===== src/hw/rtl/jpd_pkg.sv =====
// ============================================================================
// jpd_pkg: shared types and constants for the joint path densifier
// Holds the angle, spacing and arithmetic widths and the fixed-size payload
// structs of both channels.
// ============================================================================
package jpd_pkg;

	localparam int NUM_AXES  = 6;    // payload structs carry six joints
	localparam int ANGLE_W   = 20;
	localparam int SPACING_W = 19;
	localparam int DELTA_W   = 21;
	localparam int SQ_W      = 42;
	localparam int SUM_W     = 46;   // room for up to 64 axes of squares
	localparam int SPACING_RESET = 3277;

	localparam logic [1:0] ADDR_SPACING = 2'd0;

	typedef struct packed {
		logic              path_start;
		logic signed [19:0] joint_5;
		logic signed [19:0] joint_4;
		logic signed [19:0] joint_3;
		logic signed [19:0] joint_2;
		logic signed [19:0] joint_1;
		logic signed [19:0] joint_0;
	} in_word_t;

	typedef struct packed {
		logic              last_of_run;
		logic signed [19:0] point_joint_5;
		logic signed [19:0] point_joint_4;
		logic signed [19:0] point_joint_3;
		logic signed [19:0] point_joint_2;
		logic signed [19:0] point_joint_1;
		logic signed [19:0] point_joint_0;
	} out_word_t;

	// controller -> datapath commands
	typedef struct packed {
		logic load;        // capture input word, form deltas
		logic acc_step;    // add next axis square to sum
		logic cmp_step;    // test next k for reach^2 >= sum
		logic div_start;   // start one offset division for current axis
		logic div_step;    // one restoring step
		logic div_store;   // store rounded offset of current axis
		logic out_load;    // load output register
		logic commit;      // previous <= current
	} jpd_cmd_t;

	// datapath -> controller status
	typedef struct packed {
		logic pass;        // waypoint passes through
		logic acc_done;    // all axes summed
		logic n_found;     // search hit or saturated
		logic div_done;    // restoring division finished
		logic axis_last;   // current axis is the last
		logic k_last;      // current point is the last one
	} jpd_stat_t;

endpackage


===== src/hw/rtl/joint_path_densifier.sv =====
// ============================================================================
// joint_path_densifier: joint-space linear path densification
// Pass-through word: squares are summed, then the word goes out as its point.
// The next word is accepted only once the last point of a word is taken.
// Split into n points: sum and count search, then the offsets of each point
// come axis by axis from one shared restoring divider.
// Reset clears previous waypoint, have-previous flag, sequencer; spacing=3277.
// ============================================================================
module joint_path_densifier #(
	parameter int MAX_SUBDIVISIONS = 64
) (
	input  logic                clk,
	input  logic                arst_n,
	input  logic                in_valid,
	output logic                in_stall,
	input  jpd_pkg::in_word_t   in_word,
	output logic                out_valid,
	input  logic                out_stall,
	output jpd_pkg::out_word_t  out_word,
	input  logic                psel,
	input  logic                penable,
	input  logic                pwrite,
	input  logic [1:0]          paddr,
	input  logic [31:0]         pwdata,
	output logic [31:0]         prdata,
	output logic                pready
);
	logic [jpd_pkg::SPACING_W-1:0] spacing_q;
	logic signed [jpd_pkg::ANGLE_W-1:0] cur_in [jpd_pkg::NUM_AXES];
	logic signed [jpd_pkg::ANGLE_W-1:0] pt [jpd_pkg::NUM_AXES];
	logic last;
	jpd_pkg::jpd_cmd_t  cmd;
	jpd_pkg::jpd_stat_t stat;

	// config register: single word at address 0
	assign pready = 1'b1;
	always_ff @(posedge clk or negedge arst_n) begin
		if (!arst_n) spacing_q <= jpd_pkg::SPACING_W'(jpd_pkg::SPACING_RESET);
		else if (psel && penable && pwrite && paddr == jpd_pkg::ADDR_SPACING)
			spacing_q <= pwdata[jpd_pkg::SPACING_W-1:0];
	end
	assign prdata = (paddr == jpd_pkg::ADDR_SPACING) ?
		32'(spacing_q) : 32'd0;

	// unpack joints into the datapath's axis array
	assign cur_in = '{in_word.joint_0, in_word.joint_1, in_word.joint_2,
		in_word.joint_3, in_word.joint_4, in_word.joint_5};

	jpd_ctrl u_ctrl (
		.clk(clk), .arst_n(arst_n),
		.in_valid(in_valid), .in_stall(in_stall),
		.out_valid(out_valid), .out_stall(out_stall),
		.stat(stat), .cmd(cmd)
	);

	jpd_datapath #(.NUM_AXES(jpd_pkg::NUM_AXES), .MAX_SUBDIVISIONS(MAX_SUBDIVISIONS)) u_dp (
		.clk(clk), .arst_n(arst_n), .spacing(spacing_q),
		.cur_in(cur_in), .start_in(in_word.path_start),
		.cmd(cmd), .stat(stat), .pt_out(pt), .last_out(last)
	);

	always_comb begin
		out_word = '0;
		out_word.last_of_run = last;
		out_word.point_joint_0 = pt[0];
		out_word.point_joint_1 = pt[1];
		out_word.point_joint_2 = pt[2];
		out_word.point_joint_3 = pt[3];
		out_word.point_joint_4 = pt[4];
		out_word.point_joint_5 = pt[5];
	end
endmodule


===== src/hw/rtl/jpd_datapath.sv =====
// ============================================================================
// jpd_datapath: densifier arithmetic
// Sum of squared deltas, serial search for the subdivision count, and a
// shared restoring divider producing each interpolated offset.
// ============================================================================
module jpd_datapath #(
	parameter int NUM_AXES = 6,
	parameter int MAX_SUBDIVISIONS = 64
) (
	input  logic                                  clk,
	input  logic                                  arst_n,
	input  logic [jpd_pkg::SPACING_W-1:0]         spacing,
	input  logic signed [jpd_pkg::ANGLE_W-1:0]    cur_in [NUM_AXES],
	input  logic                                  start_in,
	input  jpd_pkg::jpd_cmd_t                     cmd,
	output jpd_pkg::jpd_stat_t                    stat,
	output logic signed [jpd_pkg::ANGLE_W-1:0]    pt_out [NUM_AXES],
	output logic                                  last_out
);
	localparam int AX_W = (NUM_AXES > 1) ? $clog2(NUM_AXES) : 1;
	localparam int N_W  = $clog2(MAX_SUBDIVISIONS + 1);
	localparam int KD_W = jpd_pkg::DELTA_W + N_W;       // |k*delta|
	localparam int NUM_W = KD_W + 2;                    // 2*mag + n
	localparam int DEN_W = N_W + 1;                     // 2*n
	localparam int Q_W  = NUM_W;
	localparam int CNT_W = $clog2(NUM_W + 1);
	localparam int RCH_W = jpd_pkg::SPACING_W + N_W;

	logic signed [jpd_pkg::ANGLE_W-1:0] prev_q [NUM_AXES];
	logic signed [jpd_pkg::ANGLE_W-1:0] cur_q  [NUM_AXES];
	logic signed [jpd_pkg::DELTA_W-1:0] delta_q [NUM_AXES];
	logic signed [jpd_pkg::ANGLE_W-1:0] pt_q   [NUM_AXES];
	logic have_prev_q, start_q, last_q;
	logic [jpd_pkg::SUM_W-1:0] sum_q;
	logic [AX_W-1:0] ax_q;
	logic [N_W-1:0]  n_q, k_q;
	logic [RCH_W-1:0] reach_q;
	logic [Q_W-1:0]   rem_q, quo_q;
	logic [NUM_W-1:0] num_q;
	logic [CNT_W-1:0] cnt_q;
	logic             neg_q;

	// current-axis delta and square
	logic signed [jpd_pkg::DELTA_W-1:0] d_sel;
	logic [jpd_pkg::DELTA_W-1:0] d_mag;
	logic [jpd_pkg::SQ_W-1:0] sq;
	logic [2*RCH_W-1:0] reach_sq;
	logic [jpd_pkg::SUM_W-1:0] lim_sq;
	logic [KD_W-1:0] kd;
	logic [Q_W-1:0]  rem_sh;
	logic [DEN_W-1:0] den;
	logic signed [jpd_pkg::DELTA_W:0] off;

	assign d_sel = delta_q[ax_q];
	assign d_mag = d_sel[jpd_pkg::DELTA_W-1] ? jpd_pkg::DELTA_W'(-d_sel) : d_sel;
	assign sq = jpd_pkg::SQ_W'(d_mag) * jpd_pkg::SQ_W'(d_mag);
	assign reach_sq = (2*RCH_W)'(reach_q) * (2*RCH_W)'(reach_q);
	assign lim_sq = jpd_pkg::SUM_W'(spacing) * jpd_pkg::SUM_W'(spacing);
	assign kd = KD_W'(d_mag) * KD_W'(k_q);
	assign den = {n_q, 1'b0};
	assign rem_sh = {rem_q[Q_W-2:0], num_q[NUM_W-1 - 0]};
	assign off = neg_q ? -(jpd_pkg::DELTA_W+1)'(quo_q) : (jpd_pkg::DELTA_W+1)'(quo_q);

	always_comb begin
		stat.pass      = start_q || !have_prev_q ||
			(jpd_pkg::SUM_W+1)'(sum_q) <= (jpd_pkg::SUM_W+1)'(lim_sq);
		stat.acc_done  = (ax_q == AX_W'(NUM_AXES - 1));
		stat.axis_last = (ax_q == AX_W'(NUM_AXES - 1));
		stat.n_found   = ((2*RCH_W+jpd_pkg::SUM_W)'(reach_sq) >=
			(2*RCH_W+jpd_pkg::SUM_W)'(sum_q)) || (n_q == N_W'(MAX_SUBDIVISIONS));
		stat.div_done  = (cnt_q == '0);
		stat.k_last    = (k_q == n_q);
	end

	always_ff @(posedge clk or negedge arst_n) begin
		if (!arst_n) begin
			have_prev_q <= 1'b0;
			for (int a = 0; a < NUM_AXES; a++) prev_q[a] <= '0;
		end else if (cmd.commit) begin
			have_prev_q <= 1'b1;
			prev_q <= cur_q;
		end
	end

	always_ff @(posedge clk) begin
		if (cmd.load) begin
			cur_q   <= cur_in;
			start_q <= start_in;
			for (int a = 0; a < NUM_AXES; a++)
				delta_q[a] <= jpd_pkg::DELTA_W'(cur_in[a]) - jpd_pkg::DELTA_W'(prev_q[a]);
			sum_q   <= '0;
			ax_q    <= '0;
			n_q     <= N_W'(1);
			k_q     <= N_W'(1);
			reach_q <= RCH_W'(spacing);
		end
		if (cmd.acc_step) begin
			sum_q <= sum_q + jpd_pkg::SUM_W'(sq);
			ax_q  <= stat.axis_last ? '0 : ax_q + AX_W'(1);
		end
		if (cmd.cmp_step) begin
			n_q     <= n_q + N_W'(1);
			reach_q <= reach_q + RCH_W'(spacing);
		end
		if (cmd.div_start) begin
			num_q <= {kd, 1'b0} + NUM_W'(n_q);
			neg_q <= d_sel[jpd_pkg::DELTA_W-1];
			rem_q <= '0;
			quo_q <= '0;
			cnt_q <= CNT_W'(NUM_W);
		end
		if (cmd.div_step) begin
			num_q <= {num_q[NUM_W-2:0], 1'b0};
			cnt_q <= cnt_q - CNT_W'(1);
			if (rem_sh >= Q_W'(den)) begin
				rem_q <= rem_sh - Q_W'(den);
				quo_q <= {quo_q[Q_W-2:0], 1'b1};
			end else begin
				rem_q <= rem_sh;
				quo_q <= {quo_q[Q_W-2:0], 1'b0};
			end
		end
		if (cmd.div_store) begin
			pt_q[ax_q] <= jpd_pkg::ANGLE_W'(jpd_pkg::DELTA_W'(prev_q[ax_q]) +
				jpd_pkg::DELTA_W'(off));
			ax_q <= stat.axis_last ? '0 : ax_q + AX_W'(1);
		end
		if (cmd.out_load) begin
			last_q <= stat.k_last || stat.pass;
			if (stat.k_last || stat.pass) pt_out <= cur_q;
			else pt_out <= pt_q;
			k_q <= k_q + N_W'(1);
		end
	end

	assign last_out = last_q;
endmodule


===== src/hw/rtl/jpd_ctrl.sv =====
// ============================================================================
// jpd_ctrl: densifier sequencer
// Steps the datapath through sum, count search, per-axis division (skipped
// for a pass-through word) and output hand-off for each accepted word.
// ============================================================================
module jpd_ctrl (
	input  logic               clk,
	input  logic               arst_n,
	input  logic               in_valid,
	output logic               in_stall,
	output logic               out_valid,
	input  logic               out_stall,
	input  jpd_pkg::jpd_stat_t stat,
	output jpd_pkg::jpd_cmd_t  cmd
);
	typedef enum logic [6:0] {
		S_IDLE  = 7'b0000001,
		S_SUM   = 7'b0000010,
		S_SRCH  = 7'b0000100,
		S_DSTRT = 7'b0001000,
		S_DIV   = 7'b0010000,
		S_EMIT  = 7'b0100000,
		S_WAIT  = 7'b1000000
	} state_t;

	state_t state_q, state_d;
	logic   ov_q, ov_d;

	wire out_free = !ov_q || !out_stall;

	always_comb begin
		cmd = '0;
		state_d = state_q;
		ov_d = ov_q && out_stall;
		in_stall = 1'b1;
		case (state_q)
			S_IDLE: begin
				in_stall = 1'b0;
				if (in_valid) begin
					cmd.load = 1'b1;
					state_d = S_SUM;
				end
			end
			S_SUM: begin
				cmd.acc_step = 1'b1;
				if (stat.acc_done) state_d = S_SRCH;
			end
			S_SRCH: begin
				if (stat.pass) state_d = S_EMIT;
				else if (stat.n_found) state_d = S_DSTRT;
				else cmd.cmp_step = 1'b1;
			end
			S_DSTRT: begin
				cmd.div_start = 1'b1;
				state_d = S_DIV;
			end
			S_DIV: begin
				if (stat.div_done) begin
					cmd.div_store = 1'b1;
					state_d = stat.axis_last ? S_EMIT : S_DSTRT;
				end else begin
					cmd.div_step = 1'b1;
				end
			end
			S_EMIT: begin
				if (out_free) begin
					cmd.out_load = 1'b1;
					ov_d = 1'b1;
					if (stat.pass || stat.k_last) begin
						cmd.commit = 1'b1;
						state_d = S_WAIT;
					end else begin
						state_d = S_DSTRT;
					end
				end
			end
			S_WAIT: begin
				if (!ov_d) state_d = S_IDLE;
			end
			default: state_d = S_IDLE;
		endcase
	end

	always_ff @(posedge clk or negedge arst_n) begin
		if (!arst_n) begin
			state_q <= S_IDLE;
			ov_q <= 1'b0;
		end else begin
			state_q <= state_d;
			ov_q <= ov_d;
		end
	end

	assign out_valid = ov_q;
endmodule


===== config.mk =====
export PLATFORM = sky130hd
export DESIGN_NAME = joint_path_densifier
export DESIGN_NICKNAME = d
export VERILOG_FILES = /design/src/hw/rtl/jpd_pkg.sv /design/src/hw/rtl/joint_path_densifier.sv /design/src/hw/rtl/jpd_datapath.sv /design/src/hw/rtl/jpd_ctrl.sv
export SDC_FILE = /design/constraint.sdc
export NUM_CORES = 2
export LEC_CHECK = 0
export ABC_AREA = 0
export BUFFER_PORTS_ARGS = -buffer_cell sky130_fd_sc_hd__buf_4
export CAP_MARGIN = 25
export CORE_MARGIN = 2
export CORE_UTILIZATION = 45
export CTS_BUF_LIST = sky130_fd_sc_hd__clkbuf_2
export CTS_CLUSTER_SIZE = 28
export DETAILED_ROUTE_END_ITERATION = 6
export GPL_ROUTABILITY_DRIVEN = 1
export GPL_TIMING_DRIVEN = 0
export PLACE_DENSITY_LB_ADDON = 0.2
export REMOVE_ABC_BUFFERS = 1
export SLEW_MARGIN = 20
export SYNTH_ARGS = -nofsm -noshare
export SYNTH_HDL_FRONTEND = slang
export SYNTH_SLANG_ARGS = --single-unit

===== constraint.sdc =====
create_clock -name clk -period 17.6 [get_ports clk]
set_input_delay 2.64 -clock clk [delete_from_list [all_inputs] [get_ports clk]]
set_output_delay 2.64 -clock clk [all_outputs]
set_load 0.05 [all_outputs]

==> Yosys cells after proc, flatten, opt, wreduce, memory -nomap -nowiden <==
Memory sizes are Yosys's and may differ from the RTL's. A register that Yosys moved wholly into a read port is not among the register bits.
Index checks and enable logic that the tools add are counted.
{ "op_classes": {"addsub": 17, "mul": 4, "div_mod_pow": 0, "n_lt_le_gt_ge": 5, "n_eq_ne": 16, "n_shift": 0, "n_mux": 59, "bitwise": 1, "n_reduce_logical": 21} }
{ "op_table": {"columns": ["op", "n"], "rows": [
  ["$sub A20 B20 Y21", 6],
  ["$bwmux W120", 1],
  ["$mux W120", 1],
  ["$mux W20", 5],
  ["$mux W46", 2],
  ["$mux W29", 3],
  ["$mux W7", 11],
  ["$bmux W20 S3", 1],
  ["$demux W20 S3", 1],
  ["$mux W30", 2],
  ["$ge A52 B46 Y1", 1],
  ["$mul A26 B26 Y52", 1],
  ["$mux W26", 2],
  ["$pmux W7 S7", 1],
  ["$add A46 B42 Y46", 1],
  ["$le A46 B38 Y1", 1],
  ["$mul A21 B21 Y42", 1],
  ["$mul A19 B19 Y38", 1],
  ["$add A29 B7 Y30", 1],
  ["$ge A30 B8 Y1", 1],
  ["$sub A29 B8 Y29", 1],
  ["$mul A21 B7 Y28", 1],
  ["$add A26 B19 Y26", 1],
  ["$mux W21", 1],
  ["other kinds (35)", 75]
]} }
{ "word_totals": {"regBits": 684, "latchBits": 0, "ram_bits": 126, "romBits": 0, "in_bits": 162, "output_inout_bits": 156, "word_cells": 165, "mem_count": 1} }
{ "memory_table": {"columns": ["name", "words", "width", "read_ports", "rd_ports_with_merged_regs", "write_ports", "line", "rtl"], "rows": [
  ["u_dp.delta_q", 6, 21, 1, 1, 6, "jpd_datapath.sv:31", "logic signed [jpd_pkg::DELTA_W-1:0] delta_q [NUM_AXES];"]
]} }

==> Depth between registers and ports, before layout <==
{ "logic_depth": {"ltp_word": 8, "depth_mapped": 42, "depth_no_buf": 38} }

==> Modules after synthesis <==
Synthesis repeated with hierarchy kept, for this count alone.
{ "hier_totals": {"hier_cells": 8712, "hier_area_um2": 89191.8} }
{ "by_module_without_submodules": {"columns": ["mod", "instances", "cells_each", "area_per_inst_um2", "seq_area_each_um2"], "rows": [
  ["jpd_datapath", 1, 8567, 87551.5, 22957.0],
  ["joint_path_densifier", 1, 80, 1026.0, 484.2],
  ["jpd_ctrl", 1, 65, 614.3, 201.4]
]} }

==> Least setup slack after synthesis <==
No wires, ideal clock.
{ "synth_path": {"path_type": "register -> register", "start": "register u_dp.reach_q[4]", "end": "register u_dp.n_q[0] (enable)", "setup_ns": 0.391, "arrival_ns": 9.522, "required_time_ns": 17.209, "slack_ns": 7.688, "stages_incl_launch_ff": 38, "n_path_buf": 5, "synth_period_minus_slack_ns": 9.912, "cell_sequence": "edfxtp_1 > clkbuf_1 > clkbuf_1 > nand2_1 > fa_1 > inv_1 > fa_1 > inv_1 > fa_1 > fa_1 > fa_1 > inv_1 > fa_1 > inv_1 > fa_1 > inv_1 > ha_1 > and4_1 > [... 2 more ...] > o2111ai_1 > nand3_1 > or3b_2 > xor2_1 > ha_1 > a21oi_1 > nor2_1 > a2111oi_0 > nor2_1 > o31ai_1 > o2111ai_1 > nor3_1 > nand4b_1 > or3_1 > buf_6 > buf_12 > buf_6 > nand2_1"} }
{ "synth_via": {"elab_chain_len": 7} }
{ "synth_rtl": {"columns": ["item", "line", "rtl"], "rows": [
  ["start: declaration", "jpd_datapath.sv:37", "logic [RCH_W-1:0] reach_q;"],
  ["start signal: assignment", "jpd_datapath.sv:95", "reach_q <= RCH_W'(spacing);"],
  ["start signal: assignment", "jpd_datapath.sv:103", "reach_q <= reach_q + RCH_W'(spacing);"],
  ["$mul A26 B26 Y52", "jpd_datapath.sv:57", "assign reach_sq = (2*RCH_W)'(reach_q) * (2*RCH_W)'(reach_q);"],
  ["$ge A52 B46 Y1", "jpd_datapath.sv:69", "stat.n_found = ((2*RCH_W+jpd_pkg::SUM_W)'(reach_sq) >="],
  ["$logic_or A1 B1 Y1", "jpd_datapath.sv:70", "(2*RCH_W+jpd_pkg::SUM_W)'(sum_q)) || (n_q == N_W'(MAX_SUBDIVISIONS));"],
  ["$mux W1", "jpd_ctrl.sv:50", "else if (stat.n_found) state_d = S_DSTRT;"],
  ["$mux W1", "jpd_ctrl.sv:49", "if (stat.pass) state_d = S_EMIT;"],
  ["$mux W1", "jpd_ctrl.sv:36", "case (state_q)"],
  ["$reduce_bool A2 Y1 (no source line)", null, null],
  ["end signal: assignment", "jpd_datapath.sv:102", "n_q <= n_q + N_W'(1);"],
  ["end: declaration", "jpd_datapath.sv:36", "logic [N_W-1:0] n_q, k_q;"]
]} }
No other way between the ends.
A chain may end at the register's enable or synchronous reset.

==> Worst setup path in the final report <==
{ "layout_path": {"start": "register spacing_q[12] (netlist name)", "end": "register u_dp.reach_q[3] (enable)"} }
{ "layout_via": {"elab_chain_len": 6} }
{ "layout_rtl": {"columns": ["item", "line", "rtl"], "rows": [
  ["start: declaration", "joint_path_densifier.sv:28", "logic [jpd_pkg::SPACING_W-1:0] spacing_q;"],
  ["start signal: assignment", "joint_path_densifier.sv:38", "if (!arst_n) spacing_q <= jpd_pkg::SPACING_W'(jpd_pkg::SPACING_RESET);"],
  ["start signal: assignment", "joint_path_densifier.sv:40", "spacing_q <= pwdata[jpd_pkg::SPACING_W-1:0];"],
  ["$mul A19 B19 Y38", "jpd_datapath.sv:58", "assign lim_sq = jpd_pkg::SUM_W'(spacing) * jpd_pkg::SUM_W'(spacing);"],
  ["$le A46 B38 Y1 (not written as such)", "jpd_datapath.sv:66", "(jpd_pkg::SUM_W+1)'(sum_q) <= (jpd_pkg::SUM_W+1)'(lim_sq);"],
  ["$logic_or A1 B1 Y1", "jpd_datapath.sv:65", "stat.pass = start_q || !have_prev_q ||"],
  ["$mux W1", "jpd_ctrl.sv:49", null],
  ["$mux W1", "jpd_ctrl.sv:36", null],
  ["$reduce_bool A2 Y1 (no source line)", null, null]
]} }
No other way between the ends.

==> run_results.csv <==
group,metric,value,unit
die,core,197400,µm²
placement,placed_area,95670,µm²
die,num_rows,163,
setup_path,arrival,13530,ps
synthesis,avgSynthCellArea,10.16,µm²
clocking,cts_inserted_buffers,200,
detailed_routing,wirelength,241.5,mm
synthesis,async_reset_ff_share,18.20,%
setup_path,cp-start-kind,"flip-flop",
synthesis,synth_edf_count,661,
clocking,cts_tree,"built",
setup_path,critPathMaxFanout,35,
setup_path,endpoint_kind,"flip-flop",
sta,finalClockSkew,140.7,ps
hold_path,hold_class,"reg -> reg",
grt,grt_pass1_vias,67015,
synthesis,ys_warn_count,0,
synthesis,synth_top_cell_by_area,"fa_1",
setup_path,critical_path.slowest_cell,"dfrtp_1",
final_layout,post-route-util,49.59,%
sta,finalSetupViolCount,0,
sta,worst_pin_slew,1127,ps
sta,slew_viol_final,0,
die,fp.dieH,449.8,µm
die,die_area,202300,µm²
clocking,cts-root-buf,"clkbuf_2",
placement,post-place-ws,5481,ps
detailed_routing,ant_nets,0,
outcome,status,"complete, no violations",
setup_path,cp_common_cell,"fa_1",
detailed_routing,drcViolationCount,0,
placement,hpwl,193.9,mm
sta,rsz0062_at_grt,"no",
synthesis,synth_top_area_share,27.43,%
sta,setup_tns,0,ps
detailed_routing,dr.pass1.iters,5,
clocking,cts_htree_levels,4,
synthesis,synth_area,89410,µm²
detailed_routing,drt-wirelength-per-cell,20.21,µm
detailed_routing,num_vias,63249,
sta,max_slew_margin,24.89,%
sta,setup_ws,5234,ps
die,start_util,45.29,%
clocking,cts.sinks,813,
grt,grt_pass1_wl,379.5,mm
synthesis,syn-instance-count,8799,
setup_path,cp_data_required_time,18760,ps
sta,final.min_clock_period,12370,ps
final_layout,nFillCells,18289,
synthesis,ys_dominant_reg_cell,"edfxtp_1",
detailed_routing,drtIter0Drc,4057,
final_layout,nets,11291,
setup_path,worstSetupPathType,"reg -> reg",
grt,grt_start_max_net_pins,93,
final_layout,drive_gt1_share,10.96,%
final_layout,stdcell_area,97900,µm²
job,drv_cap,0,
clocking,clockBufferDepth,3,
grt,grt-ovfl-total,0,
clocking,cts_hold_buf,0,
synthesis,synth_seq_cells,813,
die,dieWidth,449.8,µm
clocking,postCtsSetupRepairBufs,0,
clocking,ctsResizeCount,0,
setup_path,max_stage_delay,950,ps
die,io_pins,318,
clocking,clk_pin_slew,110,ps
clocking,clock_latency,1660,ps
placement,io_buffers,290,
detailed_routing,via_per_inst,5.292,
final_layout,area_growth,9.488,%
grt,grtUsageTotal,24.17,%
synthesis,yosysSeqAreaShare,26.44,%
sta,hold_viol,0,
grt,antenna_found_initial,13,
synthesis,synthTopCellsByArea,"fa_1 (27%), edfxtp_1 (22%), ha_1 (11%)",
sta,period_share,70.26,%
sta,fmax,0.08087,GHz
synthesis,synth.distinct_cells,120,
placement,gp_congestion,0.9085,
[registers in the layout, summed over array words and instances (netlist names), 29 cells and up, named ones only]
signal / cells
u_dp.prev_q: 120
u_dp.sum_q: 46
u_dp.pt_out: 120
u_dp.rem_q: 29
u_dp.cur_q: 120
u_dp.num_q: 30
u_dp.pt_q: 120
u_dp.delta_q: 126
[synth_stat cells (36+ instances only)]
| cell type | count |
|---|---|
| dfrtp_1 | 140 |
| ha_1 | 771 |
| a21oi_1 | 249 |
| and2_1 | 248 |
| o21ai_0 | 316 |
| and3_1 | 52 |
| a21o_1 | 122 |
| nand2b_1 | 52 |
| clkbuf_1 | 227 |
| xor2_1 | 134 |
| nor2b_1 | 67 |
| edfxtp_1 | 661 |
| mux2_2 | 147 |
| nand4_1 | 44 |
| nand3_1 | 87 |
| xnor2_1 | 236 |
| a31oi_1 | 36 |
| nor2_1 | 528 |
| inv_1 | 1837 |
| fa_1 | 1225 |
| nor3_1 | 102 |
| nand2_1 | 815 |
| mux2i_1 | 62 |
| o21a_1 | 36 |
| a211oi_1 | 36 |
[worst paths after layout]
check                                          start                           to  slack [ps]  depth (start not counted)
min                         u_dp.cur_q[73]$_DFFE_PP_  u_dp.prev_q[73]$_DFFE_PN0P_         420                          2
min reg2reg                 u_dp.cur_q[73]$_DFFE_PP_  u_dp.prev_q[73]$_DFFE_PN0P_         420                          2
max                        spacing_q[12]$_DFFE_PN0P_    u_dp.reach_q[3]$_DFFE_PP_        5230                         32
max reg2reg                spacing_q[12]$_DFFE_PN0P_    u_dp.reach_q[3]$_DFFE_PP_        5230                         32
min in group asynchronous                     arst_n     spacing_q[8]$_DFFE_PN0P_         880                          1
max in group asynchronous                     arst_n  u_dp.prev_q[32]$_DFFE_PN0P_       15670                          3
[cell families (layout without fill, tap and decap cells)]
group / after synthesis / count (layout) / synth area share, %
AO/OA/AOI/OAI: 1092 / 1092 / 7.892
flip-flops: 813 / 813 / 26.44
other: 2 / 41 / 0.008399
XOR/XNOR: 375 / 375 / 3.715
multiplexers: 245 / 245 / 3.427
adder cells (fa/ha/maj): 1996 / 1996 / 38.22
buffers and inverters: 2156 / 2630 / 9.264
AND/OR/NAND/NOR: 2120 / 2120 / 11.04
[per-stage QoR]
step / cells / hold WS, ps
detailed placement: 11559 / 463.1
floorplan: 8534 / 427.2
global route: 11950 / 450.6
CTS: 11928 / 391.4
global placement: 11464 / 451.0
finish: 11952 / 418.5
[metal layers]
metal | track usage (%) | share of wire [%]
met1 | 32.68 | 43
met2 | 39.43 | 47
met3 | 3.337 | 5.7
met4 | 9.333 | 4.1
met5 | 0 | 0.017
[cell type report]
type	instances	area, µm²	area share [%]
Antenna cell	12	30.03	0.03067
Clock buffer	292	1461	1.493
Clock inverter	77	500.5	0.5112
Inverter	1864	7012	7.162
Multi-Input combinational cell	5857	57890	59.14
Sequential cell	813	23650	24.15
Tap cell	2640	3303	3.374
Timing Repair Buffer	397	4049	4.136
[placed cells by master, fill, tap and decap left out, drive strengths merged, types with 253 or more instances in the layout]
cell type,instances
buf,397
fa,1225
a21oi,253
nand2,816
edfxtp,661
inv,1849
ha,771
o21ai,334
clkbuf,292
nor2,530
[critical path, delay by kind of cell (launching register included)]
kind,cells,cell delay (ps)
flops,1,950
compound gates,11,2930
simple gates,9,2680
buf+inv,3,990
fa+ha+maj,8,3760
xor+xnor,1,510
Power is left out: the tool's default activity adds up to more than one toggle a clock period on the data nets, which glitch-free logic cannot reach.
